--- config.mk ---
export PLATFORM = sky130hd
export DESIGN_NAME = free_list_slot_allocator_core
export DESIGN_NICKNAME = d
export VERILOG_FILES = /design/src/hdl/flsa_pkg.sv /design/src/hdl/flsa_div.sv /design/src/hdl/free_list_slot_allocator_core.sv
export SDC_FILE = /design/constraint.sdc
export NUM_CORES = 2
export LEC_CHECK = 0
export ABC_AREA = 1
export BUFFER_PORTS_ARGS = -buffer_cell sky130_fd_sc_hd__buf_4
export CORE_ASPECT_RATIO = 1.4
export CORE_MARGIN = 4
export CORE_UTILIZATION = 30
export DETAILED_ROUTE_END_ITERATION = 12
export SYNTH_ARGS = -nofsm -noshare
export SYNTH_HDL_FRONTEND = slang
export SYNTH_SLANG_ARGS = --single-unit
export TNS_END_PERCENT = 100
--- constraint.sdc ---
create_clock -name clock -period 7.97 [get_ports clock]
set_input_delay 1.9925 -clock clock [delete_from_list [all_inputs] [get_ports clock]]
set_output_delay 1.9925 -clock clock [all_outputs]
set_load 0.03 [all_outputs]
--- src/hdl/flsa_pkg.sv ---
// Shared types and constants for the free-list slot allocator.
// No dependencies; imported by flsa_div and free_list_slot_allocator_core.
package flsa_pkg;

   localparam int SLOTS          = 256;
   localparam int IDX_W          = $clog2(SLOTS);
   localparam int CNT_W          = 9;
   localparam int ADDR_W         = 32;
   localparam int SIZE_W         = 16;
   localparam int REM_W          = SIZE_W + IDX_W;
   localparam int PROD_W         = SIZE_W + IDX_W;
   localparam int DIV_STEP_W     = $clog2(IDX_W);
   localparam int MIN_SLOT_BYTES = 4;
   localparam int RSP_DATA_W     = 48;
   localparam int CSR_INDEX_W    = 1;
   localparam int CSR_DATA_W     = 32;

   // register indexes on the csr port
   localparam logic [CSR_INDEX_W-1:0] CSR_POOL_BASE  = 1'b0;
   localparam logic [CSR_INDEX_W-1:0] CSR_SLOT_BYTES = 1'b1;

   typedef enum logic [2:0] {
      STATUS_OK        = 3'd0,
      STATUS_EXHAUSTED = 3'd1,
      STATUS_OUTSIDE   = 3'd2,
      STATUS_FULL      = 3'd3,
      STATUS_NULL      = 3'd4
   } status_type;

   // divider result, valid when done is high
   typedef struct packed {
      logic             done;
      logic             outside;
      logic [IDX_W-1:0] quot;
   } div_rsp_type;

endpackage

--- src/hdl/flsa_div.sv ---
// Iterative slot index divider: offset / slot size, one quotient bit per cycle.
// Depends on flsa_pkg.
module flsa_div (
   input  logic                          clock,
   input  logic                          reset,
   input  logic                          start,
   input  logic [flsa_pkg::ADDR_W-1:0]   offset,
   input  logic [flsa_pkg::SIZE_W-1:0]   size,
   output flsa_pkg::div_rsp_type         div_rsp
);
   import flsa_pkg::*;

   typedef enum logic [1:0] {DV_IDLE, DV_RUN, DV_DONE} dv_state_type;

   dv_state_type           state_ff, state_in;
   logic [REM_W-1:0]       rem_ff, rem_in;
   logic [REM_W-1:0]       dsh_ff, dsh_in;
   logic [IDX_W-1:0]       quot_ff, quot_in;
   logic [DIV_STEP_W-1:0]  step_ff, step_in;
   logic                   outside_ff, outside_in;
   logic [REM_W-1:0]       limit;
   logic                   ge;

   // quotient fits in IDX_W bits only if offset < size * SLOTS
   assign limit = {size, {IDX_W{1'b0}}};
   assign ge    = (rem_ff >= dsh_ff);

   always_comb begin
      state_in   = state_ff;
      rem_in     = rem_ff;
      dsh_in     = dsh_ff;
      quot_in    = quot_ff;
      step_in    = step_ff;
      outside_in = outside_ff;
      unique case (state_ff)
         DV_IDLE: begin
            if (start) begin
               outside_in = (|offset[ADDR_W-1:REM_W]) || (offset[REM_W-1:0] >= limit);
               rem_in     = offset[REM_W-1:0];
               dsh_in     = REM_W'({size, {(IDX_W-1){1'b0}}});
               quot_in    = '0;
               step_in    = DIV_STEP_W'(IDX_W - 1);
               state_in   = outside_in ? DV_DONE : DV_RUN;
            end
         end
         DV_RUN: begin
            if (ge) begin
               rem_in = rem_ff - dsh_ff;
            end
            dsh_in  = dsh_ff >> 1;
            quot_in = {quot_ff[IDX_W-2:0], ge};
            step_in = step_ff - 1'b1;
            if (step_ff == '0) begin
               state_in = DV_DONE;
            end
         end
         DV_DONE: begin
            state_in = DV_IDLE;
         end
         default: state_in = DV_IDLE;
      endcase
   end

   always_ff @(posedge clock) begin
      if (reset) begin
         state_ff <= DV_IDLE;
      end else begin
         state_ff <= state_in;
      end
      rem_ff     <= rem_in;
      dsh_ff     <= dsh_in;
      quot_ff    <= quot_in;
      step_ff    <= step_in;
      outside_ff <= outside_in;
   end

   assign div_rsp.done    = (state_ff == DV_DONE);
   assign div_rsp.outside = outside_ff;
   assign div_rsp.quot    = quot_ff;

endmodule

--- src/hdl/free_list_slot_allocator_core.sv ---
// LIFO free-list slot allocator, top level: stack memory, control, output stage.
// Depends on flsa_pkg and flsa_div.
//
// A pool of SLOTS equal slots starting at pool_base is handed out through a
// LIFO stack of free slot indices held in a synchronous memory (registered
// read). Reset leaves SLOTS-1 down to 0 on the stack through per-entry valid
// bits, so no clearing pass is needed and the block takes beats right after
// reset. One request is processed at a time. An allocate runs through memory
// read, index times slot size multiply, base add and output load. A free
// waits on the iterative divider, which works out the 8-bit slot index one
// quotient bit at a time and then reports done. A free whose address lies
// outside the pool skips the quotient bits. A finished result sits in the
// output register, so the next request beat is taken while the previous
// response still waits for rsp_tready. The user must write pool_base and
// slot_bytes only while the block is idle; the block does not enforce this.
// A slot size below four behaves as four.
module free_list_slot_allocator_core (
   input  logic                               clock,
   input  logic                               reset,
   // request channel
   input  logic                               req_tvalid,
   output logic                               req_tready,
   input  logic [31:0]                        req_tdata,  // [31:0] address
   input  logic                               req_tuser,  // [0] action (0 alloc, 1 free)
   // response channel
   output logic                               rsp_tvalid,
   input  logic                               rsp_tready,
   output logic [flsa_pkg::RSP_DATA_W-1:0]    rsp_tdata,  // [31:0] slot_address,
                                                          // [34:32] status,
                                                          // [43:35] free_count, rest zero
   // configuration
   input  logic                               csr_we,
   input  logic [flsa_pkg::CSR_INDEX_W-1:0]   csr_index,
   input  logic [flsa_pkg::CSR_DATA_W-1:0]    csr_wdata
);
   import flsa_pkg::*;

   typedef enum logic [2:0] {ST_IDLE, ST_RD, ST_MUL, ST_DIV, ST_OUT} state_type;

   // control and config
   state_type           state_ff, state_in;
   logic [CNT_W-1:0]    top_ff, top_in;
   logic [ADDR_W-1:0]   pool_base_ff, pool_base_in;
   logic [SIZE_W-1:0]   slot_bytes_ff, slot_bytes_in;
   // working result
   logic [ADDR_W-1:0]   res_addr_ff, res_addr_in;
   status_type          res_status_ff, res_status_in;
   logic [PROD_W-1:0]   prod_ff, prod_in;
   // output stage
   logic                rsp_valid_ff, rsp_valid_in;
   logic [ADDR_W-1:0]   rsp_addr_ff, rsp_addr_in;
   status_type          rsp_status_ff, rsp_status_in;
   logic [CNT_W-1:0]    rsp_count_ff, rsp_count_in;

   // stack memory, reset value supplied by valid bits
   logic [IDX_W-1:0]    stack_mem [SLOTS];
   logic [SLOTS-1:0]    vld_ff;
   logic [IDX_W-1:0]    rd_data_ff;
   logic                rd_vld_ff;
   logic [IDX_W-1:0]    rd_addr_ff;
   logic [IDX_W-1:0]    rd_addr;
   logic                mem_we;
   logic [IDX_W-1:0]    mem_waddr;
   logic [IDX_W-1:0]    pop_idx;

   logic                req_beat;
   logic                div_start;
   logic [ADDR_W-1:0]   offset;
   logic [SIZE_W-1:0]   eff_size;
   div_rsp_type         div_rsp;

   assign req_tready = (state_ff == ST_IDLE);
   assign req_beat   = req_tvalid && req_tready;
   assign eff_size   = (slot_bytes_ff < SIZE_W'(MIN_SLOT_BYTES)) ?
                       SIZE_W'(MIN_SLOT_BYTES) : slot_bytes_ff;
   assign offset     = req_tdata - pool_base_ff;
   assign div_start  = req_beat && req_tuser && (req_tdata != '0);

   // entry below the top is read every cycle; used only on an allocate
   assign rd_addr    = IDX_W'(top_ff - 1'b1);
   assign mem_waddr  = top_ff[IDX_W-1:0];
   // an entry never written still holds its reset value SLOTS-1-i
   assign pop_idx    = rd_vld_ff ? rd_data_ff : IDX_W'(SLOTS - 1) - rd_addr_ff;

   flsa_div u_div (
      .clock   (clock),
      .reset   (reset),
      .start   (div_start),
      .offset  (offset),
      .size    (eff_size),
      .div_rsp (div_rsp)
   );

   always_comb begin
      state_in      = state_ff;
      top_in        = top_ff;
      pool_base_in  = pool_base_ff;
      slot_bytes_in = slot_bytes_ff;
      res_addr_in   = res_addr_ff;
      res_status_in = res_status_ff;
      prod_in       = prod_ff;
      rsp_valid_in  = rsp_valid_ff && !rsp_tready;
      rsp_addr_in   = rsp_addr_ff;
      rsp_status_in = rsp_status_ff;
      rsp_count_in  = rsp_count_ff;
      mem_we        = 1'b0;

      if (csr_we) begin
         unique case (csr_index)
            CSR_POOL_BASE:  pool_base_in  = csr_wdata;
            CSR_SLOT_BYTES: slot_bytes_in = csr_wdata[SIZE_W-1:0];
            default: ;
         endcase
      end

      unique case (state_ff)
         ST_IDLE: begin
            if (req_beat) begin
               res_addr_in   = '0;
               res_status_in = STATUS_OK;
               if (!req_tuser) begin
                  if (top_ff == '0) begin
                     res_status_in = STATUS_EXHAUSTED;
                     state_in      = ST_OUT;
                  end else begin
                     top_in   = top_ff - 1'b1;
                     state_in = ST_RD;
                  end
               end else if (req_tdata == '0) begin
                  res_status_in = STATUS_NULL;
                  state_in      = ST_OUT;
               end else begin
                  state_in = ST_DIV;
               end
            end
         end
         ST_RD: begin
            prod_in  = PROD_W'(pop_idx) * PROD_W'(eff_size);
            state_in = ST_MUL;
         end
         ST_MUL: begin
            res_addr_in = pool_base_ff + ADDR_W'(prod_ff);
            state_in    = ST_OUT;
         end
         ST_DIV: begin
            if (div_rsp.done) begin
               if (div_rsp.outside) begin
                  res_status_in = STATUS_OUTSIDE;
               end else if (top_ff == CNT_W'(SLOTS)) begin
                  res_status_in = STATUS_FULL;  // double free
               end else begin
                  mem_we = 1'b1;
                  top_in = top_ff + 1'b1;
               end
               state_in = ST_OUT;
            end
         end
         ST_OUT: begin
            if (!rsp_valid_ff || rsp_tready) begin
               rsp_valid_in  = 1'b1;
               rsp_addr_in   = res_addr_ff;
               rsp_status_in = res_status_ff;
               rsp_count_in  = top_ff;
               state_in      = ST_IDLE;
            end
         end
         default: state_in = ST_IDLE;
      endcase
   end

   always_ff @(posedge clock) begin
      if (reset) begin
         state_ff      <= ST_IDLE;
         top_ff        <= CNT_W'(SLOTS);
         pool_base_ff  <= '0;
         slot_bytes_ff <= SIZE_W'(64);
         rsp_valid_ff  <= 1'b0;
      end else begin
         state_ff      <= state_in;
         top_ff        <= top_in;
         pool_base_ff  <= pool_base_in;
         slot_bytes_ff <= slot_bytes_in;
         rsp_valid_ff  <= rsp_valid_in;
      end
      res_addr_ff   <= res_addr_in;
      res_status_ff <= res_status_in;
      prod_ff       <= prod_in;
      rsp_addr_ff   <= rsp_addr_in;
      rsp_status_ff <= rsp_status_in;
      rsp_count_ff  <= rsp_count_in;
   end

   // stack memory: one write, one registered read per cycle
   always_ff @(posedge clock) begin
      if (mem_we) begin
         stack_mem[mem_waddr] <= div_rsp.quot;
      end
      rd_data_ff <= stack_mem[rd_addr];
      rd_addr_ff <= rd_addr;
   end

   always_ff @(posedge clock) begin
      if (reset) begin
         vld_ff    <= '0;
         rd_vld_ff <= 1'b0;
      end else begin
         if (mem_we) begin
            vld_ff[mem_waddr] <= 1'b1;
         end
         rd_vld_ff <= vld_ff[rd_addr];
      end
   end

   assign rsp_tvalid = rsp_valid_ff;
   assign rsp_tdata  = {{(RSP_DATA_W - ADDR_W - 3 - CNT_W){1'b0}},
                        rsp_count_ff, rsp_status_ff, rsp_addr_ff};

   // stack depth never passes the pool size
   assert property (@(posedge clock) disable iff (reset) top_ff <= CNT_W'(SLOTS))
      else $error("stack_top above pool size");

   // a push only happens with room on the stack
   assert property (@(posedge clock) disable iff (reset) mem_we |-> top_ff < CNT_W'(SLOTS))
      else $error("push onto full stack");

   // divider reports only while the control waits for it
   assert property (@(posedge clock) disable iff (reset) div_rsp.done |-> state_ff == ST_DIV)
      else $error("divider done outside wait state");

   // an accepted beat always leaves idle
   assert property (@(posedge clock) disable iff (reset) req_beat |=> state_ff != ST_IDLE)
      else $error("request beat not taken up");

endmodule
### Word-level counts from Yosys, hierarchy flattened

Memory sizes are Yosys's and may differ from the RTL's. A register that Yosys moved wholly into a read port is not among the register bits.
Index checks and enable logic that the tools add are counted.

| word-level totals | value |
|---|---|
| register bits after elaboration | 491 |
| memories kept | 1 |
| RAM bits | 2048 |
| input port bits | 71 |
| word-level logic and storage cells | 136 |

| cells by class | value |
|---|---|
| muxes and demuxes | 51 |
| bitwise gates (word level) | 2 |
| eq/ne operators | 18 |
| add/sub/neg operators | 7 |
| reductions and logical operators | 30 |
| $mul | 1 |
| magnitude comparators | 6 |

Memory list:

| name | words | bits a word | rd ports | clocked after Yosys merged registers in | wr ports | line | text |
|---|---|---|---|---|---|---|---|
| stack_mem | 256 | 8 | 1 | 1 | 1 | free_list_slot_allocator_core.sv:56 | `logic [IDX_W-1:0] stack_mem [SLOTS];` |

Operators with widths:

| cell | number |
|---|---|
| 256-bit bitwise OR | 1 |
| 24-bit one-hot mux with 2 select lines | 2 |
| 24-bit two-way mux | 3 |
| 32-bit one-hot mux with 2 select lines | 1 |
| 9-bit two-way mux | 6 |
| 24-bit greater-or-equal comparator | 2 |
| 3-bit two-way mux | 13 |
| 32-bit by 24-bit adder with 32-bit output | 1 |
| 32-bit zero test | 1 |
| 32-bit two-way mux | 1 |
| 32-bit nonzero test | 1 |
| 32-bit subtractor | 1 |
| 8-bit by 16-bit multiplier with 24-bit output | 1 |
| 24-bit subtractor | 1 |
| 8-bit by 9-bit less-than comparator with 1-bit output, second input constant | 2 |
| 9-bit one-hot mux with 2 select lines | 1 |
| 16-bit by 3-bit less-than comparator with 1-bit output, second input constant | 1 |
| 16-bit two-way mux | 1 |
| 8-bit two-way mux | 2 |
| 8-bit one-hot mux with 2 select lines | 1 |
| 3-bit one-hot mux with 5 select lines | 1 |
| 2-bit != test, second input constant | 7 |
| 2-bit AND reduction | 7 |
| 3-bit one-hot mux with 2 select lines | 2 |
| other kinds (30) | 55 |

### Depth between registers and ports, before layout

| logic depth | value |
|---|---|
| depth in word-level cells | 7 |
| depth in mapped cells | 26 |
| gate-level depth less buffers | 26 |

### Modules after synthesis

A second synthesis with hierarchy kept.

| second synthesis, totals | value |
|---|---|
| cell total of the unflattened synthesis | 10555 |
| area, all modules | 111171.6 µm² |

By module, submodules not included:

| module | area each (µm²) | times used | cells an instance |
|---|---|---|---|
| free_list_slot_allocator_core | 106445.8 | 1 | 9902 |
| flsa_div | 4725.8 | 1 | 653 |

### Worst setup path after synthesis

Ideal clock, no wire load.

| path | value |
|---|---|
| path kind | flip-flop to flip-flop |
| start | reg rd_vld_ff |
| end | reg prod_ff[19], data pin |
| buffers on the path | 2 |
| slack | 2.927 ns |
| setup time | 0.259 ns |
| cell stages (with the launch flop) | 24 |
| arrival time | 4.784 ns |
| data required time | 7.711 ns |
| path through | dfxtp_1 -> clkbuf_1 -> nand2_1 -> o21ai_0 -> inv_1 -> clkbuf_1 -> nor2_1 -> fa_1 -> fa_1 -> fa_1 -> inv_1 -> fa_1 -> inv_1 -> ha_1 -> a21o_1 -> inv_1 -> o21ai_0 -> nor2_1 -> o21ai_0 -> a21boi_0 -> o21bai_1 -> nand2_1 -> nand2_1 -> xor2_1 |

| between the ends | value |
|---|---|
| word-level cells in the longest chain between the ends | 2 |

RTL lines:

| what | line | text |
|---|---|---|
| start: declaration | free_list_slot_allocator_core.sv:59 | `logic rd_vld_ff;` |
| start signal: assignment | free_list_slot_allocator_core.sv:210 | `rd_vld_ff <= vld_ff[rd_addr];` |
| 8-bit two-way mux | free_list_slot_allocator_core.sv:83 | `assign pop_idx = rd_vld_ff ? rd_data_ff : IDX_W'(SLOTS - 1) - rd_addr_ff;` |
| 8-bit by 16-bit multiplier with 24-bit output | free_list_slot_allocator_core.sv:138 | `prod_in = PROD_W'(pop_idx) * PROD_W'(eff_size);` |
| end signal: assignment | free_list_slot_allocator_core.sv:187 | `prod_ff <= prod_in;` |
| end: declaration | free_list_slot_allocator_core.sv:48 | `logic [PROD_W-1:0] prod_ff, prod_in;` |

No other way between the ends.
A chain may end at the register's enable or synchronous reset.

### Worst setup path after layout

| path | value |
|---|---|
| start | reg slot_bytes_ff[5] |
| end | reg prod_ff[19], data pin |

| between the ends | value |
|---|---|
| word-level cells in the longest chain between the ends | 3 |

RTL lines:

| what | line | text |
|---|---|---|
| start: declaration | free_list_slot_allocator_core.sv:44 | `logic [SIZE_W-1:0] slot_bytes_ff, slot_bytes_in;` |
| start signal: assignment | free_list_slot_allocator_core.sv:182 | `slot_bytes_ff <= slot_bytes_in;` |
| 16-bit by 3-bit less-than comparator with 1-bit output | free_list_slot_allocator_core.sv:74 | `assign eff_size = (slot_bytes_ff < SIZE_W'(MIN_SLOT_BYTES)) ?` |
| 16-bit two-way mux * | free_list_slot_allocator_core.sv:74 |  |
| 8-bit by 16-bit multiplier with 24-bit output * | free_list_slot_allocator_core.sv:138 |  |

Mark *: on every way between the ends. The rest lies on a longest branch, timed or not.

==> results.ini <==
[run_status]
status=complete, no violations

[floorplan]
initial_core_util_pct=30.1
core_um2=363000
die_area_um2=374000
die_y_um=722
die-width_um=518
io_pins=121
fp-row-count=262

[cts]
cts_tree=built
clock_sinks=2546
postCtsResizedCells=0
post-cts-setup-buffers=0
clk_path_buf_depth=4
cts_made_buffers=224
htree_levels=4
postCtsHoldBufs=0
cts.clk_slew.worst_paths_ns=0.06
clock_latency_ns=0.94
cts_root_buffer=clkbuf_16

[worst_setup_path]
endpoint_kind=flip-flop
worst-setup-path-type=flip-flop to flip-flop
cp.required_ns=8.59
cp_max_fo=11
arrival_ns=6.51
cp-start-kind=flip-flop

[routing]
wirelength_um=317000
dr.pass1.iters=6
drtIter0Drc=6917
antenna_left=0
routedWlPerCell_um=21.7
via_count=75100
route.detailed.drc=0
via_per_inst=5.15

[synth]
synthCells=9824
synth-simple-area-share_pct=13.0
ys_ff_latch=2546
synth_edf_count=2210
syn_area_um2=109000
yosysWarnings=0
synthTopCellsByArea=edfxtp_1 61%, dfxtp_1 6.2%, o21ai_0 6.0%
yosysSeqAreaShare_pct=66.9
synthMuxAreaShare_pct=0.0183
avgSynthCellArea_um2=11.1
synth_top_area_share_pct=60.7
synth_fa_ha_area_share_pct=3.24
yosys.area.top_type=edfxtp_1
synth_xor_area_share_pct=0.526
synth-main-ff-cell=edfxtp_1
synth_compound_area_share_pct=12.4
yosysUniqueCellTypes=50
synth_top_family_by_area=simple AND/OR/NAND/NOR gates
async_flop_share_pct=0

[finish]
multi_input_area_um2=32000
seq_area_um2=73100
nFillCells=36100
area_delta_synth_final_pct=11.7
fin_nets=9952
final_area_um2=122000
drive_gt1_share_pct=6.25

[sta]
fin_crit_ns=5.88
worst_slew_pin_slew_ns=1.27
finalHoldViolCount=0
fin_skew_ns=0.112
fin_crit_sh_pct=73.8
relSlewSlack_pct=15.1
drv_slew=0
fmax_mhz=170
fin_tns_setup_ns=0
rsz0062_at_grt=false
setup_viol=0
hold_slack_ns=0.412

[global_route]
track_usage_pct=16.2
grt_pass1_wl_um=466000
overflow=0
antenna_found_initial=6
grt_max_degree=182
grt_pass1_vias=71700

[pwr]
peakVddDrop_uv=413
leakagePower_uw=0.0419
power.density_nw_per_um2=390

[min_path]
hold_class=flip-flop to flip-flop

[job]
maxCapViolCount=0

[placement]
placed_area_um2=115000
gp_congestion=0.915
hpwl_um=188000
port_buffers=116

==> logic make-up after synthesis <==
| group | after synthesis |
|---|---|
| AOI/OAI and AO/OA | 2395 |
| xor gates and xnor gates | 64 |
| adders and majority gates | 231 |
| buffers and inverters | 1083 |
| DFF | 2546 |
| muxes | 2 |
| other | 1 |
| and+or+nand+nor | 3502 |
==> layout make-up <==
class	count	area share (%)
clock inverters	101	0.970
flip-flops and latches	2546	59.8
inverters	464	1.46
diodes	2	0.00410
clock buffers	311	5.14
repair buffers	216	1.54
multi-input cells	6198	26.2
well taps	4752	4.87
==> through the flow <==
step	total power, uW	util (%)	instances	setup WS (ns)
floorplan	28500	-	9827	2.93
global placement	36500	31.6	14200	2.13
detailed placement	36600	31.6	14200	2.13
CTS	47800	33.6	14600	2.15
global route	50100	33.6	14600	1.67
finish	47700	33.6	14600	2.09
==> flip-flops by register name (all words and copies together) (netlist names), 2 cells and up <==
register        cells
u_div.rem_ff       24
u_div.quot_ff       8
prod_ff            24
rsp_status_ff       3
rd_data_ff          8
vld_ff            256
res_status_ff       3
u_div.state_ff      2
res_addr_ff        32
slot_bytes_ff      16
u_div.dsh_ff       23
state_ff            3
top_ff              9
pool_base_ff       32
rsp_addr_ff        32
u_div.step_ff       3
rsp_count_ff        9
stack_mem        2048
rd_addr_ff          8
==> cells in the mapped netlist, types with 2 or more instances <==
cell type	number
edfxtp_1	2210
nor2_1	1688
o21ai_0	1308
nand2_1	1094
nand3_1	627
o22ai_1	574
inv_1	444
clkbuf_1	393
dfxtp_1	336
o21a_1	268
a21oi_1	182
buf_2	162
ha_1	144
fa_1	87
buf_1	44
xor2_1	37
nor3_1	32
xnor2_1	25
a31oi_1	15
buf_4	15
nand4_1	13
inv_2	12
nor2_4	12
and2_1	11
o21bai_1	10
a21boi_0	9
a21o_1	9
clkinv_1	8
nor4_1	8
o211ai_1	8
a211oi_1	5
buf_6	5
nand3b_1	4
and3_1	3
mux2i_1	2
nand2_4	2
nor2_2	2
o21ai_1	2
or2_2	2
xor2_2	2
==> critical path, cell delays in order, from the launching register on <==
cell and delay (ns):
dfxtp_1 0.31, inv_1 0.33, nand4_1 0.14, nor3_1 0.17
nand3_1 0.15, nand2_1 0.15, clkinv_1 0.27, nor2_1 0.23
fa_1 0.45, fa_1 0.46, fa_1 0.49, inv_1 0.05
fa_1 0.48, inv_1 0.05, ha_1 0.32, a21o_1 0.20
inv_1 0.06, o21ai_0 0.13, nor2_1 0.17, o21ai_0 0.15
a21boi_0 0.41, o21bai_1 0.16, nand2_1 0.09, nand2_1 0.06
xor2_1 0.14
==> layer usage <==
layer / track usage (%) / vias up / part of all wire [%]
li1: - / 34500 / -
met1: 19.5 / 37200 / 39
met2: 28.2 / 2710 / 49
met3: 1.85 / 685 / 5.9
met4: 9.02 / 2 / 6.1
met5: 0 / - / 0.0041
==> power breakdown <==
part | leakage (uW) | internal, uW | total, uW | switching, uW
registers | 0.0227 | 15000 | 15200 | 196
clock network | 0.00366 | 6260 | 11200 | 4920
logic | 0.0156 | 5580 | 21300 | 15700
total | 0.0419 | 26900 | 47700 | 20800
==> layout by cell type, fill, tap and decap left out, types with 28 or more instances in the layout <==
master / count
o21a_1: 268
inv_1: 428
o22ai_1: 574
o21ai_0: 1308
buf_4: 195
a21oi_1: 180
nor2_1: 1687
clkbuf_8: 28
dfxtp_1: 335
clkinv_1: 29
edfxtp_1: 2210
fa_1: 87
nand2_1: 1092
ha_1: 143
clkbuf_1: 55
nand3_1: 627
clkinv_2: 38
xor2_1: 35
clkbuf_16: 227
nor3_1: 30
==> final timing paths <==
kind / from / endpoint / slack, ns / cells past startpoint
worst max-delay path: slot_bytes_ff[5] / prod_ff[19] / 2.09 / 24
worst min-delay path: res_addr_ff[6] / rsp_addr_ff[6] / 0.41 / 0
worst max register to register: slot_bytes_ff[5] / prod_ff[19] / 2.09 / 24
worst min register to register: res_addr_ff[6] / rsp_addr_ff[6] / 0.41 / 0
Note: power is estimated with default switching activity, not from simulation.
